--- config.mk ---
export PLATFORM = sky130hd
export DESIGN_NAME = deque_with_reverse
export DESIGN_NICKNAME = d
export VERILOG_FILES = /design/src/sv/dqr_pkg.sv /design/src/sv/dqr_front.sv /design/src/sv/dqr_cmd_queue.sv /design/src/sv/dqr_back.sv /design/src/sv/deque_with_reverse.sv
export VERILOG_INCLUDE_DIRS = /design/src /design/src/sv
export SDC_FILE = /design/constraint.sdc
export NUM_CORES = 2
export LEC_CHECK = 0
export ABC_AREA = 1
export BUFFER_PORTS_ARGS = -buffer_cell sky130_fd_sc_hd__buf_2
export CAP_MARGIN = 15
export CORE_UTILIZATION = 55
export CTS_CLUSTER_DIAMETER = 100
export DETAILED_ROUTE_END_ITERATION = 10
export HOLD_SLACK_MARGIN = 0.02
export MAX_ROUTING_LAYER = met4
export PLACE_DENSITY_LB_ADDON = 0.3
export SYNTH_ARGS = -nofsm -noshare
export SYNTH_HDL_FRONTEND = slang
export SYNTH_SLANG_ARGS = --single-unit
export TNS_END_PERCENT = 50
--- constraint.sdc ---
create_clock -name clock -period 6.5 [get_ports clock]
set_input_delay 1.625 -clock clock [delete_from_list [all_inputs] [get_ports clock]]
set_output_delay 1.625 -clock clock [all_outputs]
set_load 0.05 [all_outputs]
--- src/sv/assert_macros.svh ---
// Assertion macros used by the deque top-level design file.
`ifndef ASSERT_MACROS_SVH
`define ASSERT_MACROS_SVH

// Check that an expression holds at every clock edge outside reset.
`define DQR_ASSERT_ALWAYS(lbl, clk, rst, expr, msg) \
   lbl: assert property (@(posedge clk) disable iff (rst) (expr)) \
      else $error(msg);

// Check that a condition implies a consequence in the same cycle.
`define DQR_ASSERT_IMPLY(lbl, clk, rst, ante, cons, msg) \
   lbl: assert property (@(posedge clk) disable iff (rst) (ante) |-> (cons)) \
      else $error(msg);

`endif

--- src/sv/dqr_pkg.sv ---
// Types, codes and constants shared by the deque design files.
package dqr_pkg;

   localparam int DQR_DEPTH_DEF = 64;
   localparam int KEY_W         = 32;
   localparam int MODE_W        = 3;
   localparam int STATUS_W      = 3;

   // command queue between the front end and the execution engine
   localparam int CQ_DEPTH = 2;
   localparam int CQ_PTR_W = 1;
   localparam int CQ_CNT_W = 2;

   localparam logic [MODE_W-1:0] MODE_PUSH_FRONT = 3'd0;
   localparam logic [MODE_W-1:0] MODE_PUSH_BACK  = 3'd1;
   localparam logic [MODE_W-1:0] MODE_POP_FRONT  = 3'd2;
   localparam logic [MODE_W-1:0] MODE_POP_BACK   = 3'd3;
   localparam logic [MODE_W-1:0] MODE_DUMP       = 3'd4;

   typedef enum logic [2:0] {
      OP_PUSH_FRONT,
      OP_PUSH_BACK,
      OP_POP_FRONT,
      OP_POP_BACK,
      OP_DUMP
   } op_type;

   typedef enum logic [STATUS_W-1:0] {
      ST_DUMPED    = 3'd0,
      ST_POPPED    = 3'd1,
      ST_NOT_FOUND = 3'd2,
      ST_EMPTY     = 3'd3,
      ST_FULL      = 3'd4
   } status_type;

   typedef enum logic [1:0] {
      BK_IDLE,
      BK_POP,
      BK_DUMP
   } bk_state_type;

   typedef struct packed {
      op_type                  op;
      logic signed [KEY_W-1:0] key;
   } cmd_type;

endpackage

--- src/sv/dqr_front.sv ---
// Front end: decode the request mode into a command and drop undefined modes.
module dqr_front
   import dqr_pkg::*;
(
   input  logic                    req_valid,
   output logic                    req_ready,
   input  logic [MODE_W-1:0]       req_mode,
   input  logic signed [KEY_W-1:0] req_key_in,
   output logic                    cq_push,
   output cmd_type                 cq_cmd,
   input  logic                    cq_full
);

   logic   mode_ok;
   op_type op;

   always_comb begin
      mode_ok = 1'b1;
      op      = OP_PUSH_FRONT;
      case (req_mode)
         MODE_PUSH_FRONT: op = OP_PUSH_FRONT;
         MODE_PUSH_BACK:  op = OP_PUSH_BACK;
         MODE_POP_FRONT:  op = OP_POP_FRONT;
         MODE_POP_BACK:   op = OP_POP_BACK;
         MODE_DUMP:       op = OP_DUMP;
         default:         mode_ok = 1'b0;
      endcase
   end

   // undefined modes are taken and dropped here
   assign req_ready  = !cq_full;
   assign cq_push    = req_valid && !cq_full && mode_ok;
   assign cq_cmd.op  = op;
   assign cq_cmd.key = req_key_in;

endmodule

--- src/sv/dqr_cmd_queue.sv ---
// Two-entry command queue between the front end and the execution engine.
module dqr_cmd_queue
   import dqr_pkg::*;
(
   input  logic                clock,
   input  logic                reset,
   input  logic                push,
   input  cmd_type             push_cmd,
   output logic                full,
   input  logic                pop,
   output cmd_type             pop_cmd,
   output logic                not_empty,
   output logic [CQ_CNT_W-1:0] count
);

   logic [CQ_CNT_W-1:0] count_ff, count_in;
   logic [CQ_PTR_W-1:0] wr_ptr_ff, wr_ptr_in;
   logic [CQ_PTR_W-1:0] rd_ptr_ff, rd_ptr_in;
   cmd_type             slot_ff [CQ_DEPTH];

   always_comb begin
      count_in  = count_ff + CQ_CNT_W'(push) - CQ_CNT_W'(pop);
      wr_ptr_in = push ? wr_ptr_ff + CQ_PTR_W'(1) : wr_ptr_ff;
      rd_ptr_in = pop  ? rd_ptr_ff + CQ_PTR_W'(1) : rd_ptr_ff;
   end

   always_ff @(posedge clock) begin
      if (reset) begin
         count_ff  <= '0;
         wr_ptr_ff <= '0;
         rd_ptr_ff <= '0;
      end else begin
         count_ff  <= count_in;
         wr_ptr_ff <= wr_ptr_in;
         rd_ptr_ff <= rd_ptr_in;
      end
   end

   always_ff @(posedge clock) begin
      if (push) begin
         slot_ff[wr_ptr_ff] <= push_cmd;
      end
   end

   assign full      = (count_ff == CQ_CNT_W'(CQ_DEPTH));
   assign not_empty = (count_ff != '0);
   assign pop_cmd   = slot_ff[rd_ptr_ff];
   assign count     = count_ff;

endmodule

--- src/sv/dqr_back.sv ---
// Execution engine: ring store, pointers, dump sequencer and result register.
module dqr_back
   import dqr_pkg::*;
#(
   parameter int DEPTH = DQR_DEPTH_DEF
) (
   input  logic                          clock,
   input  logic                          reset,
   input  logic                          cq_valid,
   input  cmd_type                       cq_cmd,
   output logic                          cq_pop,
   output logic                          rsp_valid,
   input  logic                          rsp_ready,
   output logic [STATUS_W-1:0]           rsp_status,
   output logic signed [KEY_W-1:0]       rsp_key_out,
   output logic                          rsp_last,
   output logic [$clog2(DEPTH+1)-1:0]    occ_count
);

   localparam int IW = $clog2(DEPTH);
   localparam int CW = $clog2(DEPTH + 1);
   localparam logic [IW:0]   DEPTH_X  = (IW + 1)'(DEPTH);
   localparam logic [IW-1:0] LAST_IDX = IW'(DEPTH - 1);

   function automatic logic [IW-1:0] slot_of(input logic [IW-1:0] base,
                                             input logic [IW-1:0] ofs);
      logic [IW:0] sum;
      sum = {1'b0, base} + {1'b0, ofs};
      if (sum >= DEPTH_X) sum = sum - DEPTH_X;
      return sum[IW-1:0];
   endfunction

   bk_state_type   state_ff, state_in;
   logic [IW-1:0]  front_ff, front_in;
   logic [CW-1:0]  occ_ff, occ_in;
   logic           rev_ff, rev_in;
   logic           data_vld_ff, data_vld_in;
   logic [CW-1:0]  rd_idx_ff, rd_idx_in;
   logic [CW-1:0]  out_idx_ff, out_idx_in;
   logic           out_valid_ff, out_valid_in;
   status_type     out_status_ff, out_status_in;
   logic [KEY_W-1:0] out_key_ff, out_key_in;
   logic           out_last_ff, out_last_in;
   logic [KEY_W-1:0] rd_data_ff;

   logic [KEY_W-1:0] key_mem [DEPTH];

   logic           can_load, load_now, take, occ_empty, occ_full, dump_last, head;
   logic           wr_en, rd_en, out_load;
   logic [IW-1:0]  wr_addr, rd_addr, dump_pos;
   logic [CW-1:0]  occ_m1;

   assign can_load  = !out_valid_ff || rsp_ready;
   assign load_now  = data_vld_ff && can_load;
   assign take      = (state_ff == BK_IDLE) && cq_valid && can_load;
   assign occ_empty = (occ_ff == '0);
   assign occ_full  = (occ_ff == CW'(DEPTH));
   assign occ_m1    = occ_ff - CW'(1);
   assign dump_last = (out_idx_ff == occ_m1);

   // next state
   always_comb begin
      state_in = state_ff;
      case (state_ff)
         BK_IDLE: begin
            if (take && !occ_empty && cq_cmd.op == OP_POP_BACK) begin
               state_in = BK_POP;
            end else if (take && !occ_empty && cq_cmd.op == OP_DUMP) begin
               state_in = BK_DUMP;
            end
         end
         BK_POP: begin
            if (load_now) state_in = BK_IDLE;
         end
         BK_DUMP: begin
            if (load_now && dump_last) state_in = BK_IDLE;
         end
         default: state_in = BK_IDLE;
      endcase
   end

   // datapath and outputs
   always_comb begin
      cq_pop        = take;
      front_in      = front_ff;
      occ_in        = occ_ff;
      rev_in        = rev_ff;
      data_vld_in   = data_vld_ff;
      rd_idx_in     = rd_idx_ff;
      out_idx_in    = out_idx_ff;
      wr_en         = 1'b0;
      wr_addr       = front_ff;
      rd_en         = 1'b0;
      rd_addr       = front_ff;
      out_load      = 1'b0;
      out_status_in = out_status_ff;
      out_key_in    = out_key_ff;
      out_last_in   = out_last_ff;
      head          = 1'b0;
      dump_pos      = rev_ff ? IW'(occ_m1 - rd_idx_ff) : rd_idx_ff[IW-1:0];
      case (state_ff)
         BK_IDLE: begin
            if (take) begin
               case (cq_cmd.op)
                  OP_PUSH_FRONT, OP_PUSH_BACK: begin
                     head = (cq_cmd.op == OP_PUSH_FRONT) != rev_ff;
                     if (occ_full) begin
                        out_load      = 1'b1;
                        out_status_in = ST_FULL;
                        out_key_in    = '0;
                        out_last_in   = 1'b1;
                     end else begin
                        wr_en  = 1'b1;
                        occ_in = occ_ff + CW'(1);
                        if (head) begin
                           front_in = (front_ff == '0) ? LAST_IDX : front_ff - IW'(1);
                           wr_addr  = front_in;
                        end else begin
                           wr_addr = slot_of(front_ff, occ_ff[IW-1:0]);
                        end
                     end
                  end
                  OP_POP_FRONT, OP_POP_BACK: begin
                     head = (cq_cmd.op == OP_POP_FRONT) != rev_ff;
                     if (occ_empty) begin
                        out_load      = 1'b1;
                        out_status_in = ST_NOT_FOUND;
                        out_key_in    = '0;
                        out_last_in   = 1'b1;
                     end else begin
                        occ_in = occ_m1;
                        if (head) begin
                           rd_addr  = front_ff;
                           front_in = slot_of(front_ff, IW'(1));
                        end else begin
                           rd_addr = slot_of(front_ff, occ_m1[IW-1:0]);
                        end
                        if (cq_cmd.op == OP_POP_BACK) begin
                           rd_en       = 1'b1;
                           data_vld_in = 1'b1;
                        end
                     end
                  end
                  OP_DUMP: begin
                     rev_in = !rev_ff;
                     if (occ_empty) begin
                        out_load      = 1'b1;
                        out_status_in = ST_EMPTY;
                        out_key_in    = '0;
                        out_last_in   = 1'b1;
                     end else begin
                        rd_idx_in  = '0;
                        out_idx_in = '0;
                     end
                  end
                  default: ;
               endcase
            end
         end
         BK_POP: begin
            if (load_now) begin
               out_load      = 1'b1;
               out_status_in = ST_POPPED;
               out_key_in    = rd_data_ff;
               out_last_in   = 1'b1;
               data_vld_in   = 1'b0;
            end
         end
         BK_DUMP: begin
            // keep one key in flight from the store ahead of the result register
            rd_en   = (rd_idx_ff < occ_ff) && (!data_vld_ff || load_now);
            rd_addr = slot_of(front_ff, dump_pos);
            if (rd_en) begin
               rd_idx_in   = rd_idx_ff + CW'(1);
               data_vld_in = 1'b1;
            end else if (load_now) begin
               data_vld_in = 1'b0;
            end
            if (load_now) begin
               out_load      = 1'b1;
               out_status_in = ST_DUMPED;
               out_key_in    = rd_data_ff;
               out_last_in   = dump_last;
               out_idx_in    = out_idx_ff + CW'(1);
            end
         end
         default: ;
      endcase
      if (out_load) begin
         out_valid_in = 1'b1;
      end else if (rsp_ready) begin
         out_valid_in = 1'b0;
      end else begin
         out_valid_in = out_valid_ff;
      end
   end

   always_ff @(posedge clock) begin
      if (reset) begin
         state_ff     <= BK_IDLE;
         front_ff     <= '0;
         occ_ff       <= '0;
         rev_ff       <= 1'b0;
         data_vld_ff  <= 1'b0;
         rd_idx_ff    <= '0;
         out_idx_ff   <= '0;
         out_valid_ff <= 1'b0;
      end else begin
         state_ff     <= state_in;
         front_ff     <= front_in;
         occ_ff       <= occ_in;
         rev_ff       <= rev_in;
         data_vld_ff  <= data_vld_in;
         rd_idx_ff    <= rd_idx_in;
         out_idx_ff   <= out_idx_in;
         out_valid_ff <= out_valid_in;
      end
   end

   always_ff @(posedge clock) begin
      out_status_ff <= out_status_in;
      out_key_ff    <= out_key_in;
      out_last_ff   <= out_last_in;
   end

   always_ff @(posedge clock) begin
      if (wr_en) key_mem[wr_addr] <= cq_cmd.key;
      if (rd_en) rd_data_ff <= key_mem[rd_addr];
   end

   assign rsp_valid   = out_valid_ff;
   assign rsp_status  = out_status_ff;
   assign rsp_key_out = $signed(out_key_ff);
   assign rsp_last    = out_last_ff;
   assign occ_count   = occ_ff;

endmodule

--- src/sv/deque_with_reverse.sv ---
// Bounded double-ended queue of signed 32-bit keys held in a ring store of DEPTH
// entries. Each request carries a mode (push front, push back, pop front, pop back,
// reverse-and-dump) and a key. Requests pass through a decoder and a two-entry
// command queue into an execution engine, so the request side keeps moving until
// that queue fills while a result waits on rsp_ready. Push, pop front and every
// single-result failure (full_dropped, not_found, empty_list) finish as the engine
// takes the command. Pop back passes through BK_POP, since the key store has one
// registered read port. A dump takes the command, primes the registered store read
// and then streams the occupancy's worth of keys at one key per cycle while
// rsp_ready holds, through that same read port, front to back in the new order,
// with rsp_last on the final key. Reverse only flips which physical end is the
// logical front; no key moves. Undefined modes are taken and dropped without a
// result. The store has no reset; only held slots are read.
`include "assert_macros.svh"

module deque_with_reverse
   import dqr_pkg::*;
#(
   parameter int DEPTH = DQR_DEPTH_DEF
) (
   input  logic                    clock,
   input  logic                    reset,
   input  logic                    req_valid,
   output logic                    req_ready,
   input  logic [MODE_W-1:0]       req_mode,
   input  logic signed [KEY_W-1:0] req_key_in,
   output logic                    rsp_valid,
   input  logic                    rsp_ready,
   output logic [STATUS_W-1:0]     rsp_status,
   output logic signed [KEY_W-1:0] rsp_key_out,
   output logic                    rsp_last
);

   localparam int CW = $clog2(DEPTH + 1);

   // front end to command queue
   logic    cq_push, cq_full;
   cmd_type cq_push_cmd;

   // command queue to engine
   logic                cq_pop, cq_not_empty;
   cmd_type             cq_pop_cmd;
   logic [CQ_CNT_W-1:0] cq_count;

   logic [CW-1:0] occ_count;

   // decode the request and drop undefined modes
   dqr_front u_front (
      .req_valid  (req_valid),
      .req_ready  (req_ready),
      .req_mode   (req_mode),
      .req_key_in (req_key_in),
      .cq_push    (cq_push),
      .cq_cmd     (cq_push_cmd),
      .cq_full    (cq_full)
   );

   // hold decoded commands so either side can stall on its own
   dqr_cmd_queue u_cmd_queue (
      .clock     (clock),
      .reset     (reset),
      .push      (cq_push),
      .push_cmd  (cq_push_cmd),
      .full      (cq_full),
      .pop       (cq_pop),
      .pop_cmd   (cq_pop_cmd),
      .not_empty (cq_not_empty),
      .count     (cq_count)
   );

   // advance the ring pointers, read the store and drive the result register
   dqr_back #(
      .DEPTH (DEPTH)
   ) u_back (
      .clock       (clock),
      .reset       (reset),
      .cq_valid    (cq_not_empty),
      .cq_cmd      (cq_pop_cmd),
      .cq_pop      (cq_pop),
      .rsp_valid   (rsp_valid),
      .rsp_ready   (rsp_ready),
      .rsp_status  (rsp_status),
      .rsp_key_out (rsp_key_out),
      .rsp_last    (rsp_last),
      .occ_count   (occ_count)
   );

   `DQR_ASSERT_ALWAYS(a_occ_bound, clock, reset, occ_count <= CW'(DEPTH), "occupancy above depth")
   `DQR_ASSERT_ALWAYS(a_cq_bound, clock, reset,
      cq_count <= CQ_CNT_W'(CQ_DEPTH), "command queue overrun")
   `DQR_ASSERT_IMPLY(a_flag_result, clock, reset,
      rsp_valid && rsp_status != ST_DUMPED && rsp_status != ST_POPPED,
      rsp_key_out == 0 && rsp_last, "flag result with key or without last")

endmodule

# Yosys cells after proc, flatten, opt, wreduce, memory -nomap -nowiden

Memory sizes are Yosys's and may differ from the RTL's. A register that Yosys moved wholly into a read port is not among the register bits.
Index checks and enable logic that the tools add are counted.

Div/mod/pow operators: 0
Multipliers: 0
$lt $le $gt $ge: 5
Reductions and logical operators: 43
Add/subtract/negate cells: 18
Mux-type cells: 89
Shift operators: 0
Bitwise gates (word level): 0
Equality and inequality tests: 36

Operator list:

| cell                                                                  | number |
|---|---|
| 32-bit two-way mux                                                    | 4 |
| 32-bit one-hot mux with 2 select lines                                | 2 |
| 6-bit two-way mux                                                     | 19 |
| 7-bit two-way mux                                                     | 7 |
| 7-bit one-hot mux with 2 select lines                                 | 3 |
| 1-bit two-way mux                                                     | 32 |
| 6-bit by 1-bit subtractor with 6-bit output, second input constant    | 5 |
| 7-bit >= comparator, second input constant                            | 4 |
| 6-bit one-hot mux with 2 select lines                                 | 2 |
| 6-bit by 6-bit adder with 7-bit output                                | 3 |
| 7-bit by 1-bit adder with 7-bit output, second input constant         | 3 |
| 5-bit AND reduction                                                   | 4 |
| 3-bit two-way mux                                                     | 6 |
| 3-bit one-hot mux with 3 select lines                                 | 2 |
| 2-bit by 1-bit != test with 1-bit output, second input constant       | 8 |
| 7-bit AND reduction                                                   | 2 |
| 3-bit by 2-bit equality test with 1-bit output, second input constant | 4 |
| 2-bit != test, second input constant                                  | 6 |
| 3-bit by 2-bit != test with 1-bit output, second input constant       | 4 |
| 3-bit one-hot mux with 4 select lines                                 | 1 |
| 1-bit logical AND                                                     | 10 |
| 2-bit nonzero test                                                    | 5 |
| 2-bit two-way mux                                                     | 4 |
| 1-bit one-hot mux with 2 select lines                                 | 4 |
| 31 further kinds                                                      | 47 |

Register bits after elaboration: 72
RAM bits: 2118
Input port bits: 39
Memories: 2
Logic and storage cells: 207
Bits in latches: 0
Output and inout port bits: 38
ROM bits: 0

Memories:

| memory              | depth | width | read ports | clocked after Yosys merged registers in | wr ports | line                | RTL |
|---|---|---|---|---|---|---|---|
| u_back.key_mem      | 64    | 32    | 1          | 1                                       | 1        | dqr_back.sv:46      | `logic [KEY_W-1:0] key_mem [DEPTH];` |
| u_cmd_queue.slot_ff | 2     | 35    | 1          | 1                                       | 1        | dqr_cmd_queue.sv:19 | `cmd_type slot_ff [CQ_DEPTH];` |

# Logic depth before layout (Yosys ltp)

Depth in word-level cells: 9
Depth in mapped cells: 22
Depth with buffers taken out: 21

# By module

A second synthesis with hierarchy kept.

Cell total of the unflattened synthesis: 8825
Area total of the unflattened synthesis: 97355.9 sq um

Modules (own cells, without submodules):

| module        | cells an instance | sequential area each (sq um) | times used | area an instance (sq um) |
|---|---|---|---|---|
| dqr_back      | 8642              | 64181.6                      | 1          | 94164.1 |
| dqr_cmd_queue | 140               | 2202.1                       | 1          | 2904.0 |
| dqr_front     | 43                | 0.0                          | 1          | 287.8 |

# Least setup slack after synthesis

Ideal clock, no wire load.

Path type: input-to-reg
Start point: in rsp_ready
End point: reg u_back.out_key_ff[0] (netlist: u_back.rsp_key_out[0]), enable pin
Arrival: 4.506 ns
Buffers on the path: 0
Setup time: 0.468 ns
Stages: 5
Required time: 6.032 ns
Setup slack: 1.527 ns
Cell sequence: inv_1 -> nand2_1 -> nand3_2 -> o21ai_0 -> nor3b_1

Cells in the longest elaborated chain, start to end: 4
Elaborated cells on any way between the ends: 6
Classes of those cells: eq/ne: 2; reduce/logical: 4

Ends and longest elaborated chain:

| item                                                      | line                           | RTL |
|---|---|---|
| start: declaration                                        | deque_with_reverse.sv:28       | `input logic rsp_ready,` |
| 1-bit logical OR *                                        | dqr_back.sv:53                 | `assign can_load = !out_valid_ff \|\| rsp_ready;` |
| 1-bit logical AND (on tied branches)                      | dqr_back.sv:54, dqr_back.sv:55 |  |
| 2-bit by 1-bit != test with 1-bit output (no source line) | -                              |  |
| 6-bit AND reduction (no source line) *                    | -                              |  |
| end signal: assignment                                    | dqr_back.sv:222                | `out_key_ff <= out_key_in;` |
| end: declaration                                          | dqr_back.sv:42                 | `logic [KEY_W-1:0] out_key_ff, out_key_in;` |

Mark *: on every way between the ends. The rest lies on a longest branch, timed or not.
A chain may end at the register's enable or synchronous reset.

# Worst setup path in the final report

Start point: reg u_back.occ_ff[0] (netlist: u_back.occ_count[0])
End point: reg u_back.rd_data_ff[20] (read register of u_back.key_mem) (data pin)

Cells in the longest elaborated chain, start to end: 9
Elaborated cells on any way between the ends: 23
Classes of those cells: add/sub: 6; order compare: 3; mux: 12; reduce/logical: 2

Ends and longest elaborated chain:

| item                                                                                                | line            | RTL |
|---|---|---|
| start: declaration                                                                                  | dqr_back.sv:35  | `logic [CW-1:0] occ_ff, occ_in;` |
| start signal: assignment                                                                            | dqr_back.sv:211 | `occ_ff <= occ_in;` |
| parallel branches: the longest is 9 deep, another holds 7-bit by 1-bit subtractor with 7-bit output | -               |  |
| end: declaration                                                                                    | dqr_back.sv:44  | `logic [KEY_W-1:0] rd_data_ff;` |

Several ways; the timed one is not identified.

==> results.py <==
metrics = {
    "outcome": {
        "outcome": "complete, no violations",
    },
    "clock_network": {
        "clock_latency_ps": 870,
        "cts_tree": "built",
        "cts_post_setup_buffers_inserted": 0,
        "htreeDepth": 4,
        "hold_buffers": 0,
        "root_buffer": "clkbuf_16",
        "clk_pin_slew_ps": 60,
        "cts.path.max_buffers": 3,
        "numCtsBuffers": 214,
        "cts.sinks": 2223,
        "ctsResizeCount": 0,
    },
    "finish": {
        "post-route-cell-area_um2": 107000,
        "fin_nets": 8843,
        "drive_above_1_share_pct": 7.51,
        "fin_cells": 11300,
        "synthToLayoutAreaGrowth_pct": 10.4,
    },
    "timing": {
        "period_minus_slack_ps": 5590,
        "tns_ps": 0,
        "max_freq_ghz": 0.179,
        "slew_headroom_pct": 24.5,
        "finalClockSkew_ps": 34.0,
        "worst_pin_slew_ps": 1130,
        "rsz0062_at_grt": "no",
        "drv_slew": 0,
        "hold_slack_ps": 485,
        "setup_viol": 0,
        "period_share_pct": 85.9,
        "timing.final.hold_violations": 0,
    },
    "power_and_ir_drop": {
        "clkPwrFrac_pct": 22.3,
        "p_int_w": 0.0304,
        "swShare_pct": 44.0,
        "combPwrFrac_pct": 44.1,
        "power_switching_w": 0.0239,
        "cellPowerDensity_nw_per_um2": 507,
        "p_seq_share_pct": 33.5,
        "power.leakage_nw": 41.7,
        "peakVddDrop_v": 0.000690,
    },
    "placement": {
        "dp_cells": 10900,
        "io_buffers": 76,
        "dp_hpwl_mm": 148,
        "gp_congestion": 0.912,
        "placed_area_um2": 100000,
    },
    "critical_path": {
        "cp.arrival_ps": 6200,
        "slowest_delay_ps": 810,
        "critPathRequiredTime_ps": 7110,
        "crit_top_cell": "nand2_1",
        "startpoint_type": "register",
        "path_class": "register to register",
        "cp_max_fo": 29,
        "cp_slowest_cell": "a22oi_2",
        "crit_path_end_kind": "register",
        "cp_cell_sequence": "inv_1 > ha_1 > inv_1 > fa_1 > nand2_1 > o21ai_0 > fa_1 > nand2_1 > nand2_1 > a21oi_1 > xor2_1 > o21ai_0 > inv_1 > a22oi_2 > buf_12 > nand3_1 > nand3_1 > nand2_1",
    },
    "drt": {
        "post-route-drc-count": 0,
        "vias_per_cell": 6.07,
        "drt_pass1_iterations": 6,
        "wire_per_inst_um": 24.8,
        "wl_mm": 279,
        "drtIter0Drc": 10500,
        "ant_nets": 0,
        "via_count": 68400,
    },
    "logic_synthesis": {
        "synthTopCellsByArea": "edfxtp_1, nand3_1, nand2_1",
        "yosysTopAreaCellShare_pct": 67.6,
        "postSynth.asyncResetShare_pct": 0,
        "synth_cells": 8857,
        "syn_area_um2": 97100,
        "ys.flop_type": "edfxtp_1",
        "synth_edf_count": 2186,
        "ys_warn_count": 0,
        "yosysMostFrequentCell": "nand3_1",
        "syn_avg_cell_area_um2": 11.0,
        "synth_nets": 8940,
        "synth_common_cells": "nand3_1, nand2_1, edfxtp_1, inv_1, nand3b_1",
        "ys_seq_elements": 2223,
        "ys_seq_area_share_pct": 68.4,
        "ys_types": 44,
        "yosys.area.top_type": "edfxtp_1",
    },
    "floorplanning": {
        "start_util_pct": 55.6,
        "rows": 153,
        "core-area_um2": 175000,
        "fp.dieW_um": 422,
        "die_area_um2": 178000,
        "io-pin-count": 77,
        "die_h_um": 422,
    },
    "min_path": {
        "hold_class": "register to register",
    },
    "job": {
        "cap_viol_max_count": 0,
    },
    "global_routing": {
        "grt_max_degree": 181,
        "antenna_found_initial": 8,
        "grt_pass1_wl_mm": 410,
        "grt-ovfl-total": 0,
        "grtUsageTotal_pct": 31.8,
        "grt_pass1_vias": 65000,
    },
}
-- power by group through the flow --
stage	registers [W]	logic, W	clock network [W]
after floorplan	0.0187	0.0148	0
after global placement	0.0185	0.0229	0
after detailed placement	0.0185	0.0233	0
after CTS	0.0182	0.0234	0.0122
after global routing	0.0182	0.0256	0.0127
final	0.0182	0.0240	0.0121
-- through the flow --
stage          setup WS, ps  util (%)  total power [W]
6_report                914      61.3           0.0544
5_1_grt                 820      61.3           0.0565
4_1_cts                1160      61.3           0.0538
3_5_place_dp            975      57.5           0.0418
3_3_place_gp            938      57.4           0.0414
2_1_floorplan          1530         -           0.0335
-- flip-flops by register name (all words and copies together) (netlist names), 2 cells and up, named ones only --
name and cells:
u_back.key_mem 2048, u_back.rsp_key_out 32, u_back.state_ff 2, u_cmd_queue.slot_ff 70, u_back.front_ff 6, u_cmd_queue.count 2
u_back.rd_idx_ff 7, u_back.out_idx_ff 7, u_back.rd_data_ff 32, u_back.rsp_status 3, u_back.occ_count 7
-- placed cells by master (no fill, tap or decap), drive strengths merged, types with 5 or more instances in the layout --
master	n
nand3	2210
nand2	2205
edfxtp	2186
inv	902
nand3b	384
clkbuf	271
buf	262
nor2	123
clkinv	106
a21oi	65
o21ai	54
ha	40
dfxtp	37
xor2	24
bufinv	15
nor3	13
o211ai	6
a211oi	6
diode	5
xnor2	5
clkinvlp	5
-- worst max-delay path, delay by kind of cell (launching register included) --
kind | cells | cell delay [ps]
AOI/OAI and AO/OA | 4 | 1290
xor gates and xnor gates | 1 | 90
adders and majority gates | 3 | 1290
buffers and inverters | 4 | 840
DFF | 1 | 540
and+or+nand+nor | 6 | 1230
-- path summary, 6_finish.rpt --
| check | endpoint | depth (start not counted) | start | slack, ps |
|---|---|---|---|---|
| max | u_back.rd_data_ff[20]$_DFFE_PP_ | 18 | u_back.occ_count[0]$_SDFFE_PP0P_ | 910 |
| min | u_cmd_queue.count[1]$_SDFF_PP0_ | 1 | u_cmd_queue.count[1]$_SDFF_PP0_ | 480 |
| max reg2reg | u_back.rd_data_ff[20]$_DFFE_PP_ | 18 | u_back.occ_count[0]$_SDFFE_PP0P_ | 910 |
| min reg2reg | u_cmd_queue.count[1]$_SDFF_PP0_ | 1 | u_cmd_queue.count[1]$_SDFF_PP0_ | 480 |
-- cell families (layout without fill, tap and decap cells) --
| kind of cell | after synthesis | after routing | share of synthesized area (%) |
|---|---|---|---|
| adders and majority gates | 44 | 44 | 0.598 |
| AOI/OAI and AO/OA | 146 | 146 | 0.848 |
| xor gates and xnor gates | 29 | 29 | 0.262 |
| other | 0 | 5 | 0 |
| and+or+nand+nor | 4943 | 4943 | 23.5 |
| buffers and inverters | 1472 | 1561 | 6.35 |
| DFF | 2223 | 2223 | 68.4 |
-- routing by layer --
layer,vias to the layer above,track usage (%),part of all wire (%)
li1,30200,-,-
met1,33100,42.1,37
met2,4379,46.9,45
met3,670,6.76,12
met4,0,15.1,5.0
met5,-,-,0
-- area by class of cell --
type	instances	area [µm²]
inverter	897	3380
clock inverter	131	1120
timing repair buffer	262	2410
multi-input combinational	5162	25200
fill	13500	67500
clock buffer	271	5630
sequential	2223	66400
antenna	5	12.5
tap	2325	2910
Note: power is estimated with default switching activity, not from simulation.
